### src/rtl/server_health_selector_assert.svh
// Assertion helpers for the selector RTL; clock clk, reset rst_n assumed in scope.
`ifndef SERVER_HEALTH_SELECTOR_ASSERT_SVH
`define SERVER_HEALTH_SELECTOR_ASSERT_SVH

// Same-cycle implication, disabled while in reset
`define SHS_ASSERT_NOW(lbl, ante, cons, msg) \
  lbl: assert property (@(posedge clk) disable iff (!rst_n) (ante) |-> (cons)) \
    else $error(msg);

// Next-cycle implication, disabled while in reset
`define SHS_ASSERT_NEXT(lbl, ante, cons, msg) \
  lbl: assert property (@(posedge clk) disable iff (!rst_n) (ante) |=> (cons)) \
    else $error(msg);

`endif

### src/rtl/shs_pkg.sv
package shs_pkg;

  // Operation codes of an input beat
  localparam logic [2:0] OP_SELECT  = 3'd0;
  localparam logic [2:0] OP_ADD_ONE = 3'd1;
  localparam logic [2:0] OP_ADD_THR = 3'd2;
  localparam logic [2:0] OP_DIV_FOUR = 3'd3;
  localparam logic [2:0] OP_CLEAR   = 3'd4;

  // Fixed field widths
  localparam int OP_W    = 3;
  localparam int SRV_W   = 3;
  localparam int SEND_W  = 8;
  localparam int MASK_W  = 8;
  localparam int CFG_W   = 4;
  // Server count after saturation is at most 16
  localparam int NCNT_W  = 5;

  // Retry phase held as five base-3 digits (0..242)
  localparam int PHASE_DIGITS = 5;
  localparam int LVL_W        = 3;
  localparam logic [LVL_W-1:0] LVL_MAX = 3'd5;

  typedef logic [1:0] trit_t;
  typedef trit_t [PHASE_DIGITS-1:0] phase_t;

  // Ternary increment; wraps from 242 to 0
  function automatic phase_t phase_inc(input phase_t p);
    phase_t r;
    logic   carry;
    r     = p;
    carry = 1'b1;
    for (int i = 0; i < PHASE_DIGITS; i++) begin
      if (carry) begin
        if (p[i] == 2'd2) begin
          r[i] = 2'd0;
        end else begin
          r[i]  = p[i] + 2'd1;
          carry = 1'b0;
        end
      end
    end
    return r;
  endfunction

  // Power of three dividing the phase, capped at five (phase zero gives five)
  function automatic logic [LVL_W-1:0] phase_level(input phase_t p);
    logic [LVL_W-1:0] lvl;
    lvl = LVL_MAX;
    for (int i = PHASE_DIGITS - 1; i >= 0; i--) begin
      if (p[i] != 2'd0) lvl = LVL_W'(i);
    end
    return lvl;
  endfunction

endpackage

### src/rtl/server_health_selector.sv
// Select: a bit-serial remainder of send_count mod n gives the scan start, then a
//   pipelined sweep of the failure-count memory (one read per cycle, n = servers scanned),
//   then result staging in the output registers.
// Select with no servers, clear and others go straight to the result; updates read, write, result.
// Throughput: one item at a time; the next beat is taken once the FSM is back in idle.
// Reset: synchronous active-low; counts read as zero via per-entry valid bits, phase 0.
`include "server_health_selector_assert.svh"

module server_health_selector
  import shs_pkg::*;
#(
  parameter int MAX_SERVERS = 8,
  parameter int COUNT_WIDTH = 16
) (
  input  logic              clk,
  input  logic              rst_n,
  // configuration
  input  logic              cfg_valid,
  output logic              cfg_ready,
  input  logic [CFG_W-1:0]  cfg_server_count,
  // input channel
  input  logic              in_valid,
  output logic              in_ready,
  input  logic [OP_W-1:0]   in_operation,
  input  logic [SRV_W-1:0]  in_server,
  input  logic [SEND_W-1:0] in_send_count,
  input  logic [MASK_W-1:0] in_usable_mask,
  // result channel
  output logic              out_valid,
  input  logic              out_ready,
  output logic [SRV_W-1:0]  out_chosen_server,
  output logic              out_found
);

  localparam int AW = (MAX_SERVERS > 1) ? $clog2(MAX_SERVERS) : 1;
  localparam int CW = COUNT_WIDTH;

  localparam logic [2:0] ST_IDLE = 3'd0;
  localparam logic [2:0] ST_MOD  = 3'd1;
  localparam logic [2:0] ST_SCAN = 3'd2;
  localparam logic [2:0] ST_UPD  = 3'd3;
  localparam logic [2:0] ST_DONE = 3'd4;

  // control
  logic [2:0]        state_r, state_nxt;
  logic [CFG_W-1:0]  server_count_r;
  phase_t            phase_r, phase_nxt;
  logic              out_valid_r, out_valid_nxt;
  logic [SRV_W-1:0]  out_chosen_r, out_chosen_nxt;
  logic              out_found_r, out_found_nxt;

  // latched beat
  logic [OP_W-1:0]   op_r;
  logic [AW-1:0]     srv_r;
  logic [SEND_W-1:0] sc_r;
  logic [MASK_W-1:0] mask_r;

  // remainder unit and sweep
  logic [2:0]        bit_r, bit_nxt;
  logic [NCNT_W-1:0] rem_r, rem_nxt;
  logic [AW-1:0]     pos_r, pos_nxt;
  logic [NCNT_W-1:0] iss_r, iss_nxt;
  logic              pend_r, pend_nxt;
  logic [AW-1:0]     epos_r, epos_nxt;
  logic              qf_r, qf_nxt;
  logic [AW-1:0]     qidx_r, qidx_nxt;
  logic              fbf_r, fbf_nxt;
  logic [AW-1:0]     fbidx_r, fbidx_nxt;
  logic              res_found_r, res_found_nxt;
  logic [AW-1:0]     res_idx_r, res_idx_nxt;

  // failure-count memory
  logic [CW-1:0]          mem [MAX_SERVERS];
  logic [MAX_SERVERS-1:0] vld_r;
  logic [CW-1:0]          rd_data_r;
  logic                   rd_vld_r;
  logic                   rd_en, wr_en, clr_all;
  logic [AW-1:0]          rd_addr;
  logic [CW-1:0]          wr_data;

  // combinational helpers
  logic              in_accept;
  logic [NCNT_W-1:0] n_sat;
  logic [NCNT_W-1:0] srv_ext;
  logic              srv_ok;
  logic [NCNT_W-1:0] rem_shift, rem_step, start;
  logic [NCNT_W-1:0] pos_inc, epos_ext;
  logic [CW-1:0]     cur_cnt;
  logic [CW:0]       cnt_sum;
  logic [LVL_W-1:0]  cnt_lvl, ph_lvl;
  logic              ev_usable, ev_qual, ev_fb;

  assign cfg_ready = 1'b1;
  assign in_ready  = (state_r == ST_IDLE);
  assign in_accept = in_valid && in_ready;

  assign out_valid         = out_valid_r;
  assign out_chosen_server = out_chosen_r;
  assign out_found         = out_found_r;

  // server count clipped to the memory depth
  assign n_sat = (NCNT_W'(server_count_r) > NCNT_W'(MAX_SERVERS)) ?
                 NCNT_W'(MAX_SERVERS) : NCNT_W'(server_count_r);

  assign srv_ext = NCNT_W'(in_server);
  assign srv_ok  = (srv_ext < NCNT_W'(MAX_SERVERS));

  // one restoring step of send_count mod n
  assign rem_shift = {rem_r[NCNT_W-2:0], sc_r[bit_r]};
  assign rem_step  = (rem_shift >= n_sat) ? (rem_shift - n_sat) : rem_shift;
  assign start     = (rem_step == '0) ? (n_sat - NCNT_W'(1)) : (rem_step - NCNT_W'(1));

  assign pos_inc  = NCNT_W'(pos_r) + NCNT_W'(1);
  assign epos_ext = NCNT_W'(epos_r);

  // entry under evaluation; a never-written entry reads as zero
  assign cur_cnt   = rd_vld_r ? rd_data_r : '0;
  assign cnt_lvl   = (cur_cnt >= CW'(LVL_MAX)) ? LVL_MAX : cur_cnt[LVL_W-1:0];
  assign ph_lvl    = phase_level(phase_r);
  assign ev_usable = (epos_ext < NCNT_W'(MASK_W)) && mask_r[epos_ext[2:0]];
  assign ev_qual   = ev_usable && (cnt_lvl <= ph_lvl);
  assign ev_fb     = ev_usable && (cur_cnt != '0);

  // saturating add and quarter for the update path
  assign cnt_sum = {1'b0, cur_cnt} + ((op_r == OP_ADD_THR) ? (CW+1)'(3) : (CW+1)'(1));

  always_comb begin
    wr_data = cnt_sum[CW] ? {CW{1'b1}} : cnt_sum[CW-1:0];
    if (op_r == OP_DIV_FOUR) wr_data = cur_cnt >> 2;
  end

  // main sequencer
  always_comb begin
    state_nxt      = state_r;
    phase_nxt      = phase_r;
    out_valid_nxt  = out_valid_r && !out_ready;
    out_chosen_nxt = out_chosen_r;
    out_found_nxt  = out_found_r;
    bit_nxt        = bit_r;
    rem_nxt        = rem_r;
    pos_nxt        = pos_r;
    iss_nxt        = iss_r;
    pend_nxt       = pend_r;
    epos_nxt       = epos_r;
    qf_nxt         = qf_r;
    qidx_nxt       = qidx_r;
    fbf_nxt        = fbf_r;
    fbidx_nxt      = fbidx_r;
    res_found_nxt  = res_found_r;
    res_idx_nxt    = res_idx_r;
    rd_en          = 1'b0;
    rd_addr        = pos_r;
    wr_en          = 1'b0;
    clr_all        = 1'b0;

    unique case (state_r)
      ST_IDLE: begin
        if (in_accept) begin
          res_found_nxt = 1'b0;
          res_idx_nxt   = '0;
          priority if (in_operation == OP_SELECT) begin
            phase_nxt = phase_inc(phase_r);
            bit_nxt   = 3'd7;
            rem_nxt   = '0;
            state_nxt = (n_sat == '0) ? ST_DONE : ST_MOD;
          end else if (in_operation == OP_ADD_ONE || in_operation == OP_ADD_THR ||
                       in_operation == OP_DIV_FOUR) begin
            rd_en     = srv_ok;
            rd_addr   = srv_ext[AW-1:0];
            state_nxt = srv_ok ? ST_UPD : ST_DONE;
          end else if (in_operation == OP_CLEAR) begin
            clr_all   = 1'b1;
            state_nxt = ST_DONE;
          end else begin
            state_nxt = ST_DONE;
          end
        end
      end

      ST_MOD: begin
        rem_nxt = rem_step;
        bit_nxt = bit_r - 3'd1;
        if (bit_r == 3'd0) begin
          pos_nxt   = start[AW-1:0];
          iss_nxt   = '0;
          pend_nxt  = 1'b0;
          qf_nxt    = 1'b0;
          fbf_nxt   = 1'b0;
          state_nxt = ST_SCAN;
        end
      end

      ST_SCAN: begin
        // issue side: one read per cycle in scan order
        if (iss_r != n_sat) begin
          rd_en    = 1'b1;
          rd_addr  = pos_r;
          epos_nxt = pos_r;
          pend_nxt = 1'b1;
          pos_nxt  = (pos_inc == n_sat) ? '0 : pos_inc[AW-1:0];
          iss_nxt  = iss_r + NCNT_W'(1);
        end else begin
          pend_nxt = 1'b0;
        end
        // evaluate side: first qualifying and first failing usable server
        if (pend_r) begin
          if (!qf_r && ev_qual) begin
            qf_nxt   = 1'b1;
            qidx_nxt = epos_r;
          end
          if (!fbf_r && ev_fb) begin
            fbf_nxt   = 1'b1;
            fbidx_nxt = epos_r;
          end
        end
        if (iss_r == n_sat && !pend_r) begin
          res_found_nxt = qf_r || fbf_r;
          res_idx_nxt   = qf_r ? qidx_r : (fbf_r ? fbidx_r : '0);
          state_nxt     = ST_DONE;
        end
      end

      ST_UPD: begin
        wr_en     = 1'b1;
        state_nxt = ST_DONE;
      end

      ST_DONE: begin
        if (!out_valid_r || out_ready) begin
          out_valid_nxt  = 1'b1;
          out_found_nxt  = res_found_r;
          out_chosen_nxt = NCNT_W'(res_idx_r) < NCNT_W'(1 << SRV_W) ?
                           SRV_W'(res_idx_r) : SRV_W'(res_idx_r);
          state_nxt      = ST_IDLE;
        end
      end

      default: begin
        state_nxt = ST_IDLE;
      end
    endcase
  end

  // control registers
  always_ff @(posedge clk) begin
    if (!rst_n) begin
      state_r        <= ST_IDLE;
      server_count_r <= CFG_W'(1);
      phase_r        <= '0;
      out_valid_r    <= 1'b0;
      vld_r          <= '0;
    end else begin
      state_r     <= state_nxt;
      phase_r     <= phase_nxt;
      out_valid_r <= out_valid_nxt;
      if (cfg_valid && cfg_ready) server_count_r <= cfg_server_count;
      if (clr_all) begin
        vld_r <= '0;
      end else if (wr_en) begin
        vld_r[srv_r] <= 1'b1;
      end
    end
  end

  // datapath registers
  always_ff @(posedge clk) begin
    if (in_accept) begin
      op_r   <= in_operation;
      srv_r  <= srv_ext[AW-1:0];
      sc_r   <= in_send_count;
      mask_r <= in_usable_mask;
    end
    out_chosen_r <= out_chosen_nxt;
    out_found_r  <= out_found_nxt;
    bit_r        <= bit_nxt;
    rem_r        <= rem_nxt;
    pos_r        <= pos_nxt;
    iss_r        <= iss_nxt;
    pend_r       <= pend_nxt;
    epos_r       <= epos_nxt;
    qf_r         <= qf_nxt;
    qidx_r       <= qidx_nxt;
    fbf_r        <= fbf_nxt;
    fbidx_r      <= fbidx_nxt;
    res_found_r  <= res_found_nxt;
    res_idx_r    <= res_idx_nxt;
  end

  // failure-count memory: one write port, one registered read port
  always_ff @(posedge clk) begin
    if (wr_en) mem[srv_r] <= wr_data;
  end

  always_ff @(posedge clk) begin
    if (rd_en) begin
      rd_data_r <= mem[rd_addr];
      rd_vld_r  <= vld_r[rd_addr];
    end
  end

  // checks
  `SHS_ASSERT_NOW(a_found_in_range, state_r == ST_DONE && res_found_r, NCNT_W'(res_idx_r) < n_sat, "chosen server outside scanned range")
  `SHS_ASSERT_NOW(a_issue_bound, state_r == ST_SCAN, iss_r <= n_sat, "sweep issued more reads than servers")
  `SHS_ASSERT_NOW(a_write_only_upd, wr_en, state_r == ST_UPD && !rd_en, "memory write outside update step")
  `SHS_ASSERT_NEXT(a_phase_on_select, !(in_accept && in_operation == OP_SELECT), $stable(phase_r), "phase moved without a select")

endmodule

### config.mk
export PLATFORM = sky130hd
export DESIGN_NAME = server_health_selector
export DESIGN_NICKNAME = d
export VERILOG_FILES = /design/src/rtl/shs_pkg.sv /design/src/rtl/server_health_selector.sv
export VERILOG_INCLUDE_DIRS = /design/src /design/src/rtl
export SDC_FILE = /design/constraint.sdc
export NUM_CORES = 1
export LEC_CHECK = 0
export ABC_AREA = 1
export BUFFER_PORTS_ARGS = -buffer_cell sky130_fd_sc_hd__clkbuf_2
export CAP_MARGIN = 10
export CORE_ASPECT_RATIO = 2
export CORE_MARGIN = 2
export CORE_UTILIZATION = 55
export CTS_BUF_LIST = sky130_fd_sc_hd__clkbuf_2 sky130_fd_sc_hd__clkbuf_4 sky130_fd_sc_hd__clkbuf_8
export DETAILED_ROUTE_END_ITERATION = 12
export PLACE_DENSITY = 0.72
export SLEW_MARGIN = 10
export SYNTH_ARGS = -nofsm -noshare
export SYNTH_HDL_FRONTEND = slang
export SYNTH_SLANG_ARGS = --single-unit
### constraint.sdc
create_clock -name clk -period 3.35 [get_ports clk]
set_input_delay 0 -clock clk [delete_from_list [all_inputs] [get_ports clk]]
set_output_delay 0 -clock clk [all_outputs]
set_load 0.05 [all_outputs]
==> summary.txt <==
Timing
  • Endpoints failing hold: 0
  • Final WS setup: ~280 ps
  • Final-report setup violation count: 0
  • Final period util: around nine tenths
  • Minimum clock period: a little over 3000 ps
  • Max frequency: 0.326 GHz
  • RSZ-0062 raised after global routing: false
  • Worst-case clock skew: between 15 and 20 ps
  • Rel. slew slack: approximately 44%
  • Setup tns final: 0 ps
  • Slew @ Worst Pin: roughly 840 ps
  • Max-slew violation count: 0

Layout
  • Post-layout nets: approximately 1.1k
  • Filler instances: 1482
  • Area added between synthesis and finish: 15.6%
  • Layout cells sized above 1: between 10% and 20%
  • Multi-input gate area: roughly 0.0032 mm2
  • Ant diodes: 0
  • Final Cell Area: 0.0120 mm2
  • FF+latch area: ~0.0066 mm2

Critical path
  • Endpoint class of the critical path: flip-flop
  • Worst Setup SP: rd_vld_r
  • Critical path class: flip-flop to flip-flop
  • Crit Path Max Fanout: 16
  • Largest stage delay, worst path: 710 ps
  • Startpoint class of the critical path: flip-flop
  • R2r startpoint: rd_vld_r
  • Worst EP required: 3640 ps
  • Worst-path cell chain: nand2_1 -> inv_1 -> fa_1 -> nand2_1 -> nor2_4 -> nand3_1 -> or2_4 -> nor2_4 -> nand3_2 -> nand2_4 -> inv_4 -> a31oi_1
  • Slowest CP cell: edfxtp_1
  • CP arrival: 3360 ps

Pwr
  • PD cells: 821 mW/mm2
  • Static Leakage: between 0.004 and 0.005 uW
  • Clock network power share: between 20% and 30%
  • Internal: 6210 uW
  • Switching Fraction: between 30% and 40%
  • Worst IR Drop VDD: around 1.0 mV
  • Net Sw Power: 3640 uW
  • Logic pwr share: about 36%
  • Total Power: about 9900 uW
  • Seq pwr share: about two fifths

Outcome
  • Status: finished, final reports clean

Place
  • Dpl hpwl: roughly 17 mm
  • I/O Buffers: 36
  • Pre-CTS WS: roughly 290 ps
  • Gpl congestion: ~1.0
  • Post-DP Area: about 0.011 mm2

Clock network
  • Worst-path clk slew: ~70 ps
  • Htree depth: 1
  • CTS tree: yes
  • # clock sinks: 228
  • Clock buffer depth: 3
  • Clk Latency, worst-skew pair: 590 ps
  • Num CTS Buffers: 29
  • Root Driver: clkbuf_8

Synth
  • Synth Flop Type: edfxtp_1
  • FF+latch count, synth: roughly 230
  • Post-synth EDFFs: a little over 200
  • Async S/R FF share, synth: 0%
  • Distinct cells, synth: just under 50
  • Synth Cell Area: about 0.010 mm2
  • Mean Syn Cell Area: around 11 um2
  • Synth Instances: just under 1k
  • Sequential share of the synthesized area: between 60% and 70%
  • Syn Nets: roughly 1.0k
  • Yosys Warn Count: 0

Die
  • Area of the die: roughly 0.02 mm2
  • Starting Density: 55.7%
  • Die X: 101 um
  • Row count: 71
  • Num ports: 38
  • Chip Height: just under 200 um
  • Core Area: around 0.019 mm2

Min path
  • Hold crit path type: input port to flip-flop
  • Worst Hold Launch: in_send_count[3]

Routing
  • DR WL/cell: around 19 um
  • # DRC: 0
  • Vias per cell: approximately 5.6
  • First DRT Iteration DRCs: 399
  • DRT Pass-1 Iters: 5
  • Final wirelength: 25.0 mm
  • Via count: 7539
  • Antenna viol nets, final: 0

GRT
  • Vias in the first global route: a little under 8k
  • Tot GR Track Use: 26.0%
  • Initial antenna violation count: 0
  • Largest net degree at the start of global routing: 50
  • First-pass GRT wire length: between 30 and 40 mm
  • Gr ovfl total: 0

Job
  • Max-cap check violation count: 0
power by group through the flow:
stage	clock network, uW	logic, uW	registers (uW)
6_report	2210	3530	4110
5_1_grt	2350	3960	4140
4_1_cts	2240	3530	4110
3_5_place_dp	0	3460	4170
3_3_place_gp	0	3410	4160
2_1_floorplan	0	2390	4120
cells by family (layout without fill, tap and decap cells):
kind of cell    after synthesis  count (layout)  share of synthesized area, %
fa+ha+maj                    15              15                          1.95
other cells                   1               1                        0.0361
simple gates                412             412                          17.7
xor+xnor                     17              17                          1.43
compound gates              176             176                          9.98
flops                       228             228                          63.4
buf+inv                     134             271                          5.53
critical path: cells and delay by family, from the launching register on:
family,cells,cell delay (ps)
adder cells (fa/ha/maj),1,230
AND/OR/NAND/NOR,8,1100
buffers and inverters,2,220
AO/OA/AOI/OAI,1,490
flip-flops,1,710
Yosys cell counts (3+ instances only):
cell / instances / area share [%]
a211oi_1: 5 / 0.36
a21oi_1: 30 / 1.4
a22oi_1: 6 / 0.43
a31oi_1: 3 / 0.18
buf_2: 12 / 0.58
buf_4: 3 / 0.22
buf_6: 5 / 0.54
clkbuf_1: 7 / 0.25
dfxtp_1: 26 / 5.0
edfxtp_1: 202 / 58
ha_1: 13 / 1.6
inv_1: 96 / 3.5
inv_2: 5 / 0.18
nand2_1: 180 / 6.5
nand2_2: 4 / 0.24
nand2_4: 3 / 0.33
nand3_1: 54 / 2.6
nand4_1: 13 / 0.78
nor2_1: 112 / 4.0
nor2_2: 4 / 0.24
nor3_1: 10 / 0.48
nor4_1: 3 / 0.18
o211ai_1: 10 / 0.72
o211ai_2: 7 / 0.84
o21ai_0: 86 / 4.1
o21ai_1: 3 / 0.14
o22ai_1: 17 / 1.0
o31ai_1: 3 / 0.22
or2_1: 14 / 0.84
or2_2: 4 / 0.24
xnor2_1: 5 / 0.42
xor2_1: 12 / 1.0
flip-flops by register name, indices dropped and copies added, names as in the netlist, 3 cells and up:
name / count
bit_r: 3
epos_r: 3
fbidx_r: 3
iss_r: 5
mask_r: 8
mem: 128
op_r: 3
out_chosen_server: 3
phase_r: 10
pos_r: 3
qidx_r: 3
rd_data_r: 16
rem_r: 4
res_idx_r: 3
sc_r: 8
server_count_r: 4
srv_r: 3
state_r: 3
vld_r: 8
timing repair:
action / 4_1_cts / 5_1_grt
buffers inserted: 0 / 3
endpoints found under the hold margin: 44 / 0
setup endpoints to repair: 0 / 1
hold buffers: 39 / 0
gates resized for setup: 0 / 2
layout by cell type, fill, tap and decap left out, types with 32 or more instances in the layout:
cell type / instances
inv_1: 95
clkbuf_8: 32
dlygate4sd3_1: 39
nor2_1: 112
o21ai_0: 85
nand2_1: 180
clkbuf_2: 36
edfxtp_1: 202
nand3_1: 54
buf_4: 39
area by class of cell:
cell class                 instances  area share (%)
clock inverter                    10            1.02
timing repair buffer             115            7.36
clock buffer                      41            4.23
tap                              219            2.28
multi-input combinational        621            26.9
sequential                       228            54.9
inverter                         105            3.32
through the flow:
| stage | hold WS, ps | instances | util [%] |
|---|---|---|---|
| 2_1_floorplan | 98.9 | 983 | - |
| 3_3_place_gp | 178 | 1246 | 58.8 |
| 3_5_place_dp | 179 | 1246 | 58.8 |
| 4_1_cts | 113 | 1336 | 64.2 |
| 5_1_grt | 144 | 1339 | 64.4 |
| 6_report | 136 | 1339 | 64.4 |
routing by layer:
metal | up-vias | global-route usage, % | part of all wire [%]
met5 | - | 0 | 0
met2 | 229 | 50.5 | 57
met3 | 88 | 2.40 | 3.5
li1 | 3641 | - | -
met4 | 0 | 15.0 | 5.6
met1 | 3581 | 25.6 | 34
worst paths after layout:
path / depth (start not counted) / slack, ps / end
worst max-delay path: 12 / 280 / mem[6][13]
worst min-delay path: 2 / 140 / sc_r[3]
worst max register to register: 12 / 280 / mem[6][13]
worst min register to register: 0 / 420 / out_chosen_server[0]
(Power assumes the default switching activity.)
